**config.mk**
```make
export PLATFORM = sky130hd
export DESIGN_NAME = joystick_frame_deframer_crc16_core
export DESIGN_NICKNAME = d
export VERILOG_FILES = /design/src/rtl/jfd_pkg.sv /design/src/rtl/jfd_crc16_step.sv /design/src/rtl/jfd_parser.sv /design/src/rtl/jfd_out_reg.sv /design/src/rtl/joystick_frame_deframer_crc16_core.sv
export SDC_FILE = /design/constraint.sdc
export NUM_CORES = 1
export LEC_CHECK = 0
export ABC_AREA = 1
export ABC_CLOCK_PERIOD_IN_PS = 4000
export BUFFER_PORTS_ARGS = -buffer_cell sky130_fd_sc_hd__buf_4
export CAP_MARGIN = 30
export CORE_MARGIN = 4
export CORE_UTILIZATION = 50
export CTS_CLUSTER_SIZE = 25
export DETAILED_ROUTE_END_ITERATION = 7
export PLACE_DENSITY = 0.68
export SETUP_SLACK_MARGIN = 0.15
export SYNTH_ARGS = -nofsm -noshare
export SYNTH_HDL_FRONTEND = slang
export SYNTH_SLANG_ARGS = --single-unit
export TNS_END_PERCENT = 5
```
**constraint.sdc**
```tcl
create_clock -name clk -period 4 [get_ports clk]
set_input_delay 0.6 -clock clk [delete_from_list [all_inputs] [get_ports clk]]
set_output_delay 0.6 -clock clk [all_outputs]
set_load 0.005 [all_outputs]
```
**src/rtl/jfd_pkg.sv**
```systemverilog
package jfd_pkg;

  // Largest frame counts the hardware will ever accept, whatever the limit registers say.
  localparam logic [7:0] MAX_AXIS_LIMIT   = 8'd16;
  localparam logic [7:0] MAX_BUTTON_LIMIT = 8'd64;

  localparam logic [7:0]  START_BYTE_0 = 8'hAA;
  localparam logic [7:0]  START_BYTE_1 = 8'h55;
  localparam logic [15:0] CRC_INIT     = 16'hFFFF;
  localparam logic [15:0] CRC_POLY     = 16'hA001;

  localparam logic [15:0] AXIS_MOST_NEG    = 16'h8000;
  localparam logic [15:0] AXIS_CLAMPED_NEG = 16'h8001;

  localparam int unsigned CFG_INDEX_W = 8;
  localparam int unsigned CFG_DATA_W  = 7;

  localparam logic [CFG_INDEX_W-1:0] REG_AXIS_LIMIT   = 8'd0;
  localparam logic [CFG_INDEX_W-1:0] REG_BUTTON_LIMIT = 8'd1;

  typedef enum logic [2:0] {
    PH_HUNT_AA = 3'd0,
    PH_HUNT_55 = 3'd1,
    PH_AXCNT   = 3'd2,
    PH_AXLO    = 3'd3,
    PH_AXHI    = 3'd4,
    PH_BTNCNT  = 3'd5,
    PH_BTN     = 3'd6,
    PH_CRC     = 3'd7
  } phase_t;

  typedef enum logic [2:0] {
    KIND_AXIS       = 3'd0,
    KIND_BUTTON     = 3'd1,
    KIND_GOOD       = 3'd2,
    KIND_BAD_AXCNT  = 3'd3,
    KIND_BAD_BTNCNT = 3'd4,
    KIND_CRC_ERR    = 3'd5
  } kind_t;

  typedef struct packed {
    kind_t              kind;
    logic [5:0]         item_index;
    logic signed [15:0] axis_value;
    logic               button_pressed;
    logic [4:0]         axis_total;
    logic [6:0]         button_total;
  } result_t;

endpackage

```
**src/rtl/jfd_crc16_step.sv**
```systemverilog
module jfd_crc16_step (
  input  logic [15:0] crc,
  input  logic [7:0]  data,
  output logic [15:0] crc_next
);
  import jfd_pkg::*;

  // Reflected CRC16 update, one bit per step over the incoming byte.
  always_comb begin
    logic [15:0] c;
    c = crc ^ {8'h00, data};
    for (int k = 0; k < 8; k++) begin
      if (c[0]) begin
        c = (c >> 1) ^ CRC_POLY;
      end else begin
        c = c >> 1;
      end
    end
    crc_next = c;
  end

endmodule

```
**src/rtl/jfd_parser.sv**
```systemverilog
module jfd_parser (
  input  logic            clk,
  input  logic            rst,
  input  logic            accept,
  input  logic [7:0]      rx_byte,
  input  logic [4:0]      axis_limit,
  input  logic [6:0]      button_limit,
  output logic            res_valid,
  output jfd_pkg::result_t res
);
  import jfd_pkg::*;

  phase_t      phase, phase_next;
  logic [15:0] crc, crc_next;
  logic [4:0]  axis_count, axis_count_next;
  logic [6:0]  button_count, button_count_next;
  logic [6:0]  elem, elem_next;
  logic [7:0]  held_low, held_low_next;

  logic [15:0] crc_fed;
  logic [7:0]  axis_lim;
  logic [7:0]  button_lim;
  logic [6:0]  elem_inc;
  logic [15:0] raw_axis;
  phase_t      hunt_phase;

  jfd_crc16_step u_crc (
    .crc      (crc),
    .data     (rx_byte),
    .crc_next (crc_fed)
  );

  always_comb begin
    axis_lim   = ({3'b000, axis_limit} < MAX_AXIS_LIMIT) ? {3'b000, axis_limit}
                                                         : MAX_AXIS_LIMIT;
    button_lim = ({1'b0, button_limit} < MAX_BUTTON_LIMIT) ? {1'b0, button_limit}
                                                           : MAX_BUTTON_LIMIT;
    elem_inc   = elem + 7'd1;
    raw_axis   = {rx_byte, held_low};
    hunt_phase = (rx_byte == START_BYTE_0) ? PH_HUNT_55 : PH_HUNT_AA;
  end

  always_comb begin
    phase_next        = phase;
    crc_next          = crc;
    axis_count_next   = axis_count;
    button_count_next = button_count;
    elem_next         = elem;
    held_low_next     = held_low;
    res_valid         = 1'b0;
    res               = '0;

    unique case (phase)
      PH_HUNT_AA: begin
        phase_next = hunt_phase;
      end
      PH_HUNT_55: begin
        if (rx_byte == START_BYTE_1) begin
          phase_next = PH_AXCNT;
          crc_next   = CRC_INIT;
        end else begin
          phase_next = hunt_phase;
        end
      end
      PH_AXCNT: begin
        if (rx_byte == 8'd0 || rx_byte > axis_lim) begin
          // The rejected count byte is rescanned as a possible start byte.
          phase_next = hunt_phase;
          res_valid  = 1'b1;
          res.kind   = KIND_BAD_AXCNT;
        end else begin
          crc_next        = crc_fed;
          axis_count_next = rx_byte[4:0];
          elem_next       = '0;
          phase_next      = PH_AXLO;
        end
      end
      PH_AXLO: begin
        crc_next      = crc_fed;
        held_low_next = rx_byte;
        phase_next    = PH_AXHI;
      end
      PH_AXHI: begin
        crc_next   = crc_fed;
        elem_next  = elem_inc;
        phase_next = (elem_inc >= {2'b00, axis_count}) ? PH_BTNCNT : PH_AXLO;
        res_valid      = 1'b1;
        res.kind       = KIND_AXIS;
        res.item_index = elem[5:0];
        // The most negative code has no positive twin, so it folds to -32767.
        res.axis_value = (raw_axis == AXIS_MOST_NEG) ? AXIS_CLAMPED_NEG : raw_axis;
      end
      PH_BTNCNT: begin
        if (rx_byte > button_lim) begin
          phase_next     = hunt_phase;
          res_valid      = 1'b1;
          res.kind       = KIND_BAD_BTNCNT;
          res.axis_total = axis_count;
        end else begin
          crc_next          = crc_fed;
          button_count_next = rx_byte[6:0];
          elem_next         = '0;
          phase_next        = (rx_byte == 8'd0) ? PH_CRC : PH_BTN;
        end
      end
      PH_BTN: begin
        crc_next  = crc_fed;
        elem_next = elem_inc;
        if (elem_inc >= button_count) begin
          phase_next = PH_CRC;
          elem_next  = '0;
        end
        res_valid          = 1'b1;
        res.kind           = KIND_BUTTON;
        res.item_index     = elem[5:0];
        res.button_pressed = (rx_byte != 8'd0);
      end
      PH_CRC: begin
        if (elem == 7'd0) begin
          held_low_next = rx_byte;
          elem_next     = 7'd1;
        end else begin
          elem_next        = '0;
          phase_next       = PH_HUNT_AA;
          res_valid        = 1'b1;
          res.kind         = ({rx_byte, held_low} == crc) ? KIND_GOOD : KIND_CRC_ERR;
          res.axis_total   = axis_count;
          res.button_total = button_count;
        end
      end
      default: begin
        phase_next = PH_HUNT_AA;
      end
    endcase
  end

  always_ff @(posedge clk) begin
    if (rst) begin
      phase        <= PH_HUNT_AA;
      crc          <= CRC_INIT;
      axis_count   <= '0;
      button_count <= '0;
      elem         <= '0;
      held_low     <= '0;
    end else if (accept) begin
      phase        <= phase_next;
      crc          <= crc_next;
      axis_count   <= axis_count_next;
      button_count <= button_count_next;
      elem         <= elem_next;
      held_low     <= held_low_next;
    end
  end

endmodule

```
**src/rtl/jfd_out_reg.sv**
```systemverilog
module jfd_out_reg (
  input  logic              clk,
  input  logic              rst,
  input  logic              load,
  input  jfd_pkg::result_t  din,
  input  logic              take,
  output logic              valid,
  output jfd_pkg::result_t  dout
);
  import jfd_pkg::*;

  always_ff @(posedge clk) begin
    if (rst) begin
      valid <= 1'b0;
    end else if (load) begin
      valid <= 1'b1;
    end else if (take) begin
      valid <= 1'b0;
    end
  end

  always_ff @(posedge clk) begin
    if (load) begin
      dout <= din;
    end
  end

endmodule

```
**src/rtl/joystick_frame_deframer_crc16_core.sv**
```systemverilog
// Byte-stream deframer for joystick frames protected by CRC16-Modbus. Each
// received byte arrives as one transaction on the s_axis side. The core hunts
// for the start pair 0xAA 0x55, then parses the axis count, little-endian
// int16 axis samples, the button count, the button bytes and a little-endian
// CRC16-Modbus (init 0xFFFF, reflected polynomial 0xA001) over every byte between
// the start pair and the CRC. Each axis is reported when its high byte arrives
// (clamped to -32767..32767, meaning value/32767), and each button when its byte
// arrives. A frame closes with one report: good, bad axis count, bad button count
// or CRC mismatch. A bad count restarts the hunt at that same byte; a CRC
// mismatch restarts it at the next byte. One byte is taken per clock cycle while
// input is not stalled: the parser state, the byte-wide CRC update and the result
// are all computed combinationally between the parser registers and the output
// register, so a report appears on m_axis in the cycle after its byte is accepted.
// Input is stalled only while a report sits in the output register and the master
// side is not ready.
module joystick_frame_deframer_crc16_core (
  input  logic                          clk,
  input  logic                          rst,

  // Received bytes. tdata: rx_byte [7:0].
  input  logic                          s_axis_tvalid,
  output logic                          s_axis_tready,
  input  logic [7:0]                    s_axis_tdata,

  // Parser reports. tuser: kind [2:0].
  // tdata: item_index [5:0], axis_value [21:6], button_pressed [22],
  //        axis_total [27:23], button_total [34:28], zero fill [39:35].
  output logic                          m_axis_tvalid,
  input  logic                          m_axis_tready,
  output logic [39:0]                   m_axis_tdata,
  output logic [2:0]                    m_axis_tuser,

  // Register writes: index 0 axis_limit, index 1 button_limit.
  input  logic                          cfg_valid,
  output logic                          cfg_ready,
  input  logic [jfd_pkg::CFG_INDEX_W-1:0] cfg_index,
  input  logic [jfd_pkg::CFG_DATA_W-1:0]  cfg_data
);
  import jfd_pkg::*;

  logic [4:0] axis_limit;
  logic [6:0] button_limit;

  logic    in_accept;
  logic    res_valid;
  result_t res;
  result_t out_res;

  // Register writes are always accepted; unknown indexes are dropped.
  assign cfg_ready = 1'b1;

  always_ff @(posedge clk) begin
    if (rst) begin
      axis_limit   <= 5'd16;
      button_limit <= 7'd64;
    end else if (cfg_valid && cfg_ready) begin
      if (cfg_index == REG_AXIS_LIMIT) begin
        axis_limit <= cfg_data[4:0];
      end else if (cfg_index == REG_BUTTON_LIMIT) begin
        button_limit <= cfg_data[6:0];
      end
    end
  end

  // A new byte is taken whenever the output register is empty or being drained.
  assign s_axis_tready = !m_axis_tvalid || m_axis_tready;
  assign in_accept     = s_axis_tvalid && s_axis_tready;

  jfd_parser u_parser (
    .clk          (clk),
    .rst          (rst),
    .accept       (in_accept),
    .rx_byte      (s_axis_tdata),
    .axis_limit   (axis_limit),
    .button_limit (button_limit),
    .res_valid    (res_valid),
    .res          (res)
  );

  jfd_out_reg u_out (
    .clk   (clk),
    .rst   (rst),
    .load  (in_accept && res_valid),
    .din   (res),
    .take  (m_axis_tready),
    .valid (m_axis_tvalid),
    .dout  (out_res)
  );

  assign m_axis_tuser = out_res.kind;
  assign m_axis_tdata = {5'b00000,
                         out_res.button_total,
                         out_res.axis_total,
                         out_res.button_pressed,
                         out_res.axis_value,
                         out_res.item_index};

endmodule
```
==> run summary, run 1 <==
Once the floorplan was initialized, standard cells occupied 52.2% of the core. Max-slew violation total from the final report: 0. STA classifies the critical path startpoint as a register. After detailed routing, the average wire length per cell comes to 14.7 um. The run gives 37 as the placement row count.

For this run, the post-layout net count is 783. The via count of the first global-routing pass came out at 4,459. The final-report hold violation count came out at 0.

At the end of routability-driven placement, the weighted congestion stood at 0.918. Averaged over all synthesized cells, the footprint is 8.22 um2. The area growth from synthesis to layout is 13.5%.

Startpoint-to-endpoint class of the critical path: register to register. The number of cells on the worst hold path was 3. Buffers added to address setup during post-CTS repair amount to 0. The proportion of synthesized chip area in sequential cells is 42.4%. For the detailed placement HPWL, the log shows 9650 um.

In this run the worst hold path is classified as input port to register. The first TritonRoute pass finished after 5 iterations. Power spread over the standard cell area amounts to 298 nW/um2. Summed over all layers, the routed wires come to 12,800 um.

The flow ran to the end, and the final reports show no timing, DRC or antenna violations. At the worst endpoint, the required time is 4.01 ns. The commonest cells after synthesis are 112 x sky130_fd_sc_hd__nand2_1, 77 x sky130_fd_sc_hd__nor2_1, 74 x sky130_fd_sc_hd__inv_1. Sorting the synthesized cells by area gives the leading types as sky130_fd_sc_hd__dfxtp_1 22%, sky130_fd_sc_hd__edfxtp_1 21%, sky130_fd_sc_hd__nand2_1 7.7%.

The first routing iteration left 306 violations. In the synthesized netlist the dominant register cell turns out to be sky130_fd_sc_hd__dfxtp_1. The routed layout has 4,592 vias. In this run the tightest slew margin relative to its limit is 44.6%.

The hold buffer count at CTS was 0; the post-route antenna net violation count was 0. The clock passes through at most 2 buffers. TritonCTS built the clock tree.

After filler insertion, the fill cell instance count of the layout stands at 947. The clock skew after layout was 0.0138 ns. For the worst-skew pair, the clock arrives at the later sink with an insertion delay of 0.36 ns. The core region is 10,500 um2. The horizontal die dimension is 113 um, and the total of buffers placed on input and output ports is 67.

The count of different cell masters after synthesis is 46, and the number of vias per cell is 5.27. In the routed design, unresolved DRC markers number 0. For the pin with the worst max-slew slack, the measured transition is 0.829 ns. The run gives 2.60 nW as the leakage power of the design. Summing all placed instances gives a cell area of 6040 um2. The vertical extent of the die came out at 113 um. Data arrives at the worst endpoint at 2.70 ns. 74 I/O pins were placed. Summed over all layers, the global routing overflow is 0. The most frequent cell after synthesis was sky130_fd_sc_hd__nand2_1. Clock-pin slew was measured on the worst setup and hold paths at 0.10 ns. In the final layout, the share of cells above drive strength 1 is 24.1%.

Of all nets on the critical path, the largest fanout is 38. The total of flip-flops plus latches after synthesis is 97. The die covers 12,700 um2. The final critical delay including setup and external delays came out at 2.69 ns.

The tools report the number of warning messages in the yosys log as 0. The initial antenna violation count is 0. In the final layout, the multi-input gates occupy 2680 um2.

The logs give 0 for the count of inserted antenna diode cells and 20.6% for the total track usage. The H-tree was split into 3 levels. The first global-routing pass estimated 21,300 um of wire.

The sequential cells in the finished layout cover a total of 2320 um2. The clock sink count is 97, and the number of setup violations in the final report is 0. Setup repair after global routing left no endpoint under its margin. Number of synthesized flops with an enable pin: 38. The worst setup path is captured at a register. The master cell of the clock root buffer was sky130_fd_sc_hd__clkbuf_8.

The setup total negative slack came out at 0 ns. The total standard cell area after synthesis came out at 5480 um2. The pin count of the biggest net entering global routing came out at 39. Counting every instance in the synthesized netlist gives 667. Number of buffers inserted during clock tree synthesis: 9.

The post-route fraction of the period consumed by the critical path was 67.1%; the post-route cell area was 6220 um2. In this run the biggest area consumer among cell types represents 21.5% of the synthesized area. The tool flagged a number of max-cap violations equal to 0.

The tools report the maximum resistive drop on vdd as 0.183 mV. For this run, asynchronously set or reset flops after synthesis account for 0%. After clock tree synthesis, the repair step resized 0 gates.

The tools report the fmax as 372 MHz. The synthesized design spends more area on one cell type than any other, namely sky130_fd_sc_hd__dfxtp_1. Measured in cells, the most critical reg-to-reg path has a length of 14.
[state kept, by name, indices dropped and copies added (netlist names)]
name and cells:
button_limit 7, u_parser.crc 16, u_parser.button_count 7, u_out.dout 38, u_parser.axis_count 5, u_parser.elem 7
axis_limit 5, u_parser.held_low 8, u_parser.phase 3, u_out.valid 1
[stage by stage]
step	setup slack (ns)	std cells	power, mW	utilization, %	hold WS [ns]
finish	1.31	871	1.85	59.2	0.457
global route	1.08	871	1.93	59.2	0.464
CTS	1.33	871	1.86	59.2	0.446
detailed placement	1.14	855	1.25	57.4	0.461
global placement	1.21	855	1.24	57.4	0.459
floorplan	1.01	671	1.20	-	0.430
[worst paths after layout]
kind              startpoint               to  slack [ns]
max          button_limit[6]    u_out.dout[8]        1.31
max reg2reg  button_limit[6]    u_out.dout[8]        1.31
min reg2reg    axis_limit[0]    axis_limit[0]        0.47
min              cfg_data[6]  button_limit[6]        0.46
[cells by family after synthesis]
| logic type | Yosys count | synth area share (%) |
|---|---|---|
| compound gates | 121 | 13.4 |
| xor+xnor | 21 | 3.35 |
| fa+ha+maj | 25 | 5.71 |
| buf+inv | 112 | 9.06 |
| flops | 97 | 42.4 |
| other cells | 2 | 0.137 |
| simple gates | 289 | 25.9 |
[cell usage in the layout (no fill, tap or decap), types with 3 or more instances in the layout]
cell	Yosys	routed
sky130_fd_sc_hd__a21oi_2	4	4
sky130_fd_sc_hd__o211ai_1	3	3
sky130_fd_sc_hd__nand4_1	9	9
sky130_fd_sc_hd__xor2_1	16	16
sky130_fd_sc_hd__nand3_2	11	11
sky130_fd_sc_hd__o21ai_1	7	7
sky130_fd_sc_hd__inv_2	14	14
sky130_fd_sc_hd__nand3_1	25	25
sky130_fd_sc_hd__clkbuf_8	0	9
sky130_fd_sc_hd__nor2_2	7	7
sky130_fd_sc_hd__nor2_4	3	3
sky130_fd_sc_hd__buf_4	9	70
sky130_fd_sc_hd__o21ai_0	36	36
sky130_fd_sc_hd__xnor2_1	5	5
sky130_fd_sc_hd__dfxtp_1	59	59
sky130_fd_sc_hd__nor3_1	5	5
sky130_fd_sc_hd__o211ai_2	7	7
sky130_fd_sc_hd__conb_1	2	6
sky130_fd_sc_hd__edfxtp_1	38	38
sky130_fd_sc_hd__nand2_4	6	6
sky130_fd_sc_hd__nor4_1	4	4
sky130_fd_sc_hd__o21ai_2	9	9
sky130_fd_sc_hd__nand2_2	23	23
sky130_fd_sc_hd__ha_1	25	25
sky130_fd_sc_hd__inv_1	74	74
sky130_fd_sc_hd__nor2_1	77	77
sky130_fd_sc_hd__inv_6	0	3
sky130_fd_sc_hd__a21oi_1	48	48
sky130_fd_sc_hd__nand2_1	112	112
sky130_fd_sc_hd__o22ai_1	3	3
[critical path: stages, from the launching register on]
cell and delay (ns):
sky130_fd_sc_hd__dfxtp_1 0.32, sky130_fd_sc_hd__inv_1 0.15, sky130_fd_sc_hd__nand2_1 0.10, sky130_fd_sc_hd__ha_1 0.31, sky130_fd_sc_hd__nand2_1 0.08, sky130_fd_sc_hd__o21ai_0 0.19, sky130_fd_sc_hd__nand2_1 0.07, sky130_fd_sc_hd__nand2_1 0.09
sky130_fd_sc_hd__nand3_2 0.19, sky130_fd_sc_hd__nand2_1 0.11, sky130_fd_sc_hd__inv_1 0.10, sky130_fd_sc_hd__nand3_1 0.08, sky130_fd_sc_hd__nand2_1 0.07, sky130_fd_sc_hd__inv_1 0.06, sky130_fd_sc_hd__buf_4 0.38
[report_power, final]
group          switching, mW  internal [mW]  leakage (nW)
registers             0.0105           1.03         0.829
clock network          0.386          0.241        0.0945
logic                  0.120         0.0689          1.68
[routing by layer]
layer	share of wire, %	track usage (%)	vias to the layer above	routed length, um
li1	-	-	2298	-
met1	46	27.8	2118	5810
met2	46	33.1	152	5920
met3	6.0	3.85	24	771
met4	2.1	7.29	0	266
met5	0	0	-	0
[area by class of cell]
class | instances | area share [%]
multi-input cells | 462 | 43.1
clock inverters | 7 | 0.985
clock buffers | 9 | 1.99
well taps | 136 | 2.73
inverters | 90 | 5.47
repair buffers | 70 | 8.45
flip-flops and latches | 97 | 37.3
Note: power is estimated with default switching activity, not from simulation.
==> run 2: changes to the inputs <==
ABC_CLOCK_PERIOD_IN_PS = 2450   (was 4000)
PLACE_DENSITY = 0.71   (was 0.68)
clock period = 2.45 ns   (was 4 ns; I/O delays follow)
==> run summary, run 2 (synthesized netlist as in run 1, its figures left out) <==
The clock edge transition at the registers on the reported setup and hold paths was 0.10 ns. Final hold analysis gives a worst-case slack of 0.229 ns. After the last flow step, the layout net total stands at 803. For the finished layout, the period the worst path requires is 2.20 ns. Combinational logic is responsible for 10.2% of the overall power. Once detail routing completed, the nets flagged for antenna violations numbered 0. The logs give 0 for the max-slew violation total from the final report and 0.258 mV for the maximum resistive drop on vdd.

The vertical extent of the die was 113 um. Leaving out fill and tap cells, the most frequent cells in the layout are 107 x sky130_fd_sc_hd__nand2_1, 82 x sky130_fd_sc_hd__buf_4, 75 x sky130_fd_sc_hd__nor2_1, 69 x sky130_fd_sc_hd__inv_1, 56 x sky130_fd_sc_hd__dfxtp_1. Summing over every cut layer, the via total after detailed routing is 4,729. The total of buffers placed on input and output ports was 67.

The setup path with the least slack is of type register to register. The setup check on the worst reg-to-reg path leaves a slack of 0.25 ns. In this run switching power makes up 26.8% of total power.

In this run the worst setup path terminates at u_out.dout[33]. For the core box area, the log shows 10,500 um2. Setup repair after global routing could not meet its margin everywhere.

In this run the critical register-to-register path is launched from button_limit[6]. The hold buffer count at CTS is 0, and the switching power summed over all nets is 0.844 mW. For the arrival time at the worst endpoint, the log shows 2.34 ns.

The source of the critical timing path is button_limit[6]. The relative area change from synthesis to final layout is 20.4%. In this run, flip-flops and latches consume 53.8% of the power.

The fmax came out at 454 MHz. For the standard cell area after detailed placement, the log shows 6150 um2. The tree is rooted in a sky130_fd_sc_hd__clkbuf_8. The longest clock path from root to sink contains 2 buffers. The tools report the H-tree level count as 3. The count of TritonRoute iterations in the first routing pass was 5. The initial utilization of the core area, before any placement, comes to 52.2%.

The area of the die came out at 12,700 um2. The run gives 20,800 um as the global-route wire length before repair. The most frequent standard cell in the layout excluding fill and tap cells was sky130_fd_sc_hd__nand2_1. For the initial antenna violation count, the log shows 0.

The tool flagged a number of max-cap violations equal to 0. The logs give 0 for the final-report hold violation count and 6600 um2 for the post-route cell area. The flip-flop count of the largest register, all copies and words added was 38; the pin count of the biggest net entering global routing was 36.

In this run, the number of DRC markers left after iteration 0 of detailed routing was 323. The largest registers in the layout are u_out.dout (38), u_parser.crc (16), u_parser.held_low (8). The power density over cell area is 476 nW/um2, and the detailed placement HPWL is 9900 um.

The horizontal die dimension works out to 113 um. The number of cells on the worst reg-to-reg path is 15. Cells with a size suffix above 1 make up 29.4% of the layout.

The number of vias per cell works out to 5.31. The sum of routed wire length over all layers was 13,300 um. Worst flop-to-flop path endpoint: u_out.dout[33].

After detailed routing, the average wire length per cell comes to 14.9 um. u_out.dout holds more flip-flops than any other register. The largest fanout on the critical path is 7. For this run, design rule violations remaining after detail routing come to 0. The logs give 0.0147 ns for the clock skew after layout and 2.30 mW for the internal power contribution. Leakage power of the design: 2.74 nW.

Clock sink count: 97. The run gives 4,420 as the via count of the first global-routing pass. The worst setup path is captured at a register. Setup violations remaining at the end of the flow were counted as 0. 0 antenna diodes ended up in the layout. The flow ran to the end, and the final reports show no timing, DRC or antenna violations. The logs give 0 for the overall overflow remaining after global route and 2.59 ns for the required arrival time at the worst endpoint. The congestion estimate from routability-driven global placement came to 0.873. The number of ports placed on the die boundary was 74.

After layout, the worst path uses 89.9% of the clock period. Adding up every negative setup slack in the final design gives 0 ns. TritonCTS built the clock tree. The floorplan has 37 rows. STA classifies the critical path startpoint as a register.

The clock reaches the later pin of the worst-skew pair after 0.37 ns. The tightest min-delay check is of the input port to register type. The clock network is responsible for 35.9% of the overall power.

Counting the buffers created by CTS gives 9. The tools report the total track usage as 20.1%.
==> run 2: layout make-up <==
type,instances,area (um2)
clock buffers,9,124
flip-flops and latches,97,2330
multi-input cells,462,2770
fillers,927,3910
repair buffers,90,759
clock inverters,7,92.6
well taps,136,170
inverters,90,352
==> run 2: routing by layer <==
layer | vias to the layer above | part of all wire (%) | track usage [%]
li1 | 2344 | - | -
met1 | 2185 | 45 | 27.7
met2 | 175 | 47 | 32.5
met3 | 25 | 6.2 | 3.05
met4 | 0 | 1.9 | 6.81
met5 | - | 0 | 0
==> run 2: worst max-delay path, stage by stage (launching register included) <==
cell	delay, ns
sky130_fd_sc_hd__dfxtp_2	0.34
sky130_fd_sc_hd__inv_4	0.08
sky130_fd_sc_hd__nand2_1	0.06
sky130_fd_sc_hd__ha_1	0.28
sky130_fd_sc_hd__a21oi_1	0.13
sky130_fd_sc_hd__o21ai_1	0.08
sky130_fd_sc_hd__nand2_1	0.10
sky130_fd_sc_hd__nand2_2	0.08
sky130_fd_sc_hd__nand3_4	0.09
sky130_fd_sc_hd__nand2_2	0.07
sky130_fd_sc_hd__inv_4	0.08
sky130_fd_sc_hd__nand3_2	0.07
sky130_fd_sc_hd__nand2_2	0.10
sky130_fd_sc_hd__clkinvlp_4	0.11
sky130_fd_sc_hd__buf_12	0.15
sky130_fd_sc_hd__clkbuf_16	0.15
==> run 2: worst min-delay path by stage <==
stage	slack (ns)	cells past startpoint	startpoint	endpoint
final	0.23	3	cfg_data[6]	button_limit[6]
after global routing	0.24	3	cfg_data[6]	button_limit[6]
after CTS	0.22	3	cfg_data[6]	button_limit[6]
after detailed placement	0.45	2	axis_limit[0]	axis_limit[0]
after global placement	0.46	2	axis_limit[0]	axis_limit[0]
after floorplan	0.43	2	button_limit[0]	button_limit[0]
==> run 2: power by group through the flow <==
stage                     clock network (mW)  registers, mW  logic, mW
after floorplan                            0           1.72      0.234
after global placement                     0           1.73      0.305
after detailed placement                   0           1.73      0.312
after CTS                               1.14           1.69      0.314
after global routing                    1.22           1.69      0.357
final                                   1.13           1.69      0.322
==> run 2: stage by stage <==
stage / power [mW] / setup WS (ns) / cells / utilization, %
after global placement: 2.03 / 0.218 / 863 / 58.5
after CTS: 3.15 / 0.197 / 879 / 60.6
final: 3.14 / 0.247 / 891 / 62.8
after global routing: 3.27 / 0.109 / 891 / 62.8
after detailed placement: 2.04 / 0.149 / 863 / 58.5
after floorplan: 1.96 / 0.0643 / 671 / -
==> run 2: repair_timing <==
action                                  4_1_cts  5_1_grt
endpoints found under the setup margin        0       61
resized for setup                             0       21
buffers inserted                              0        7
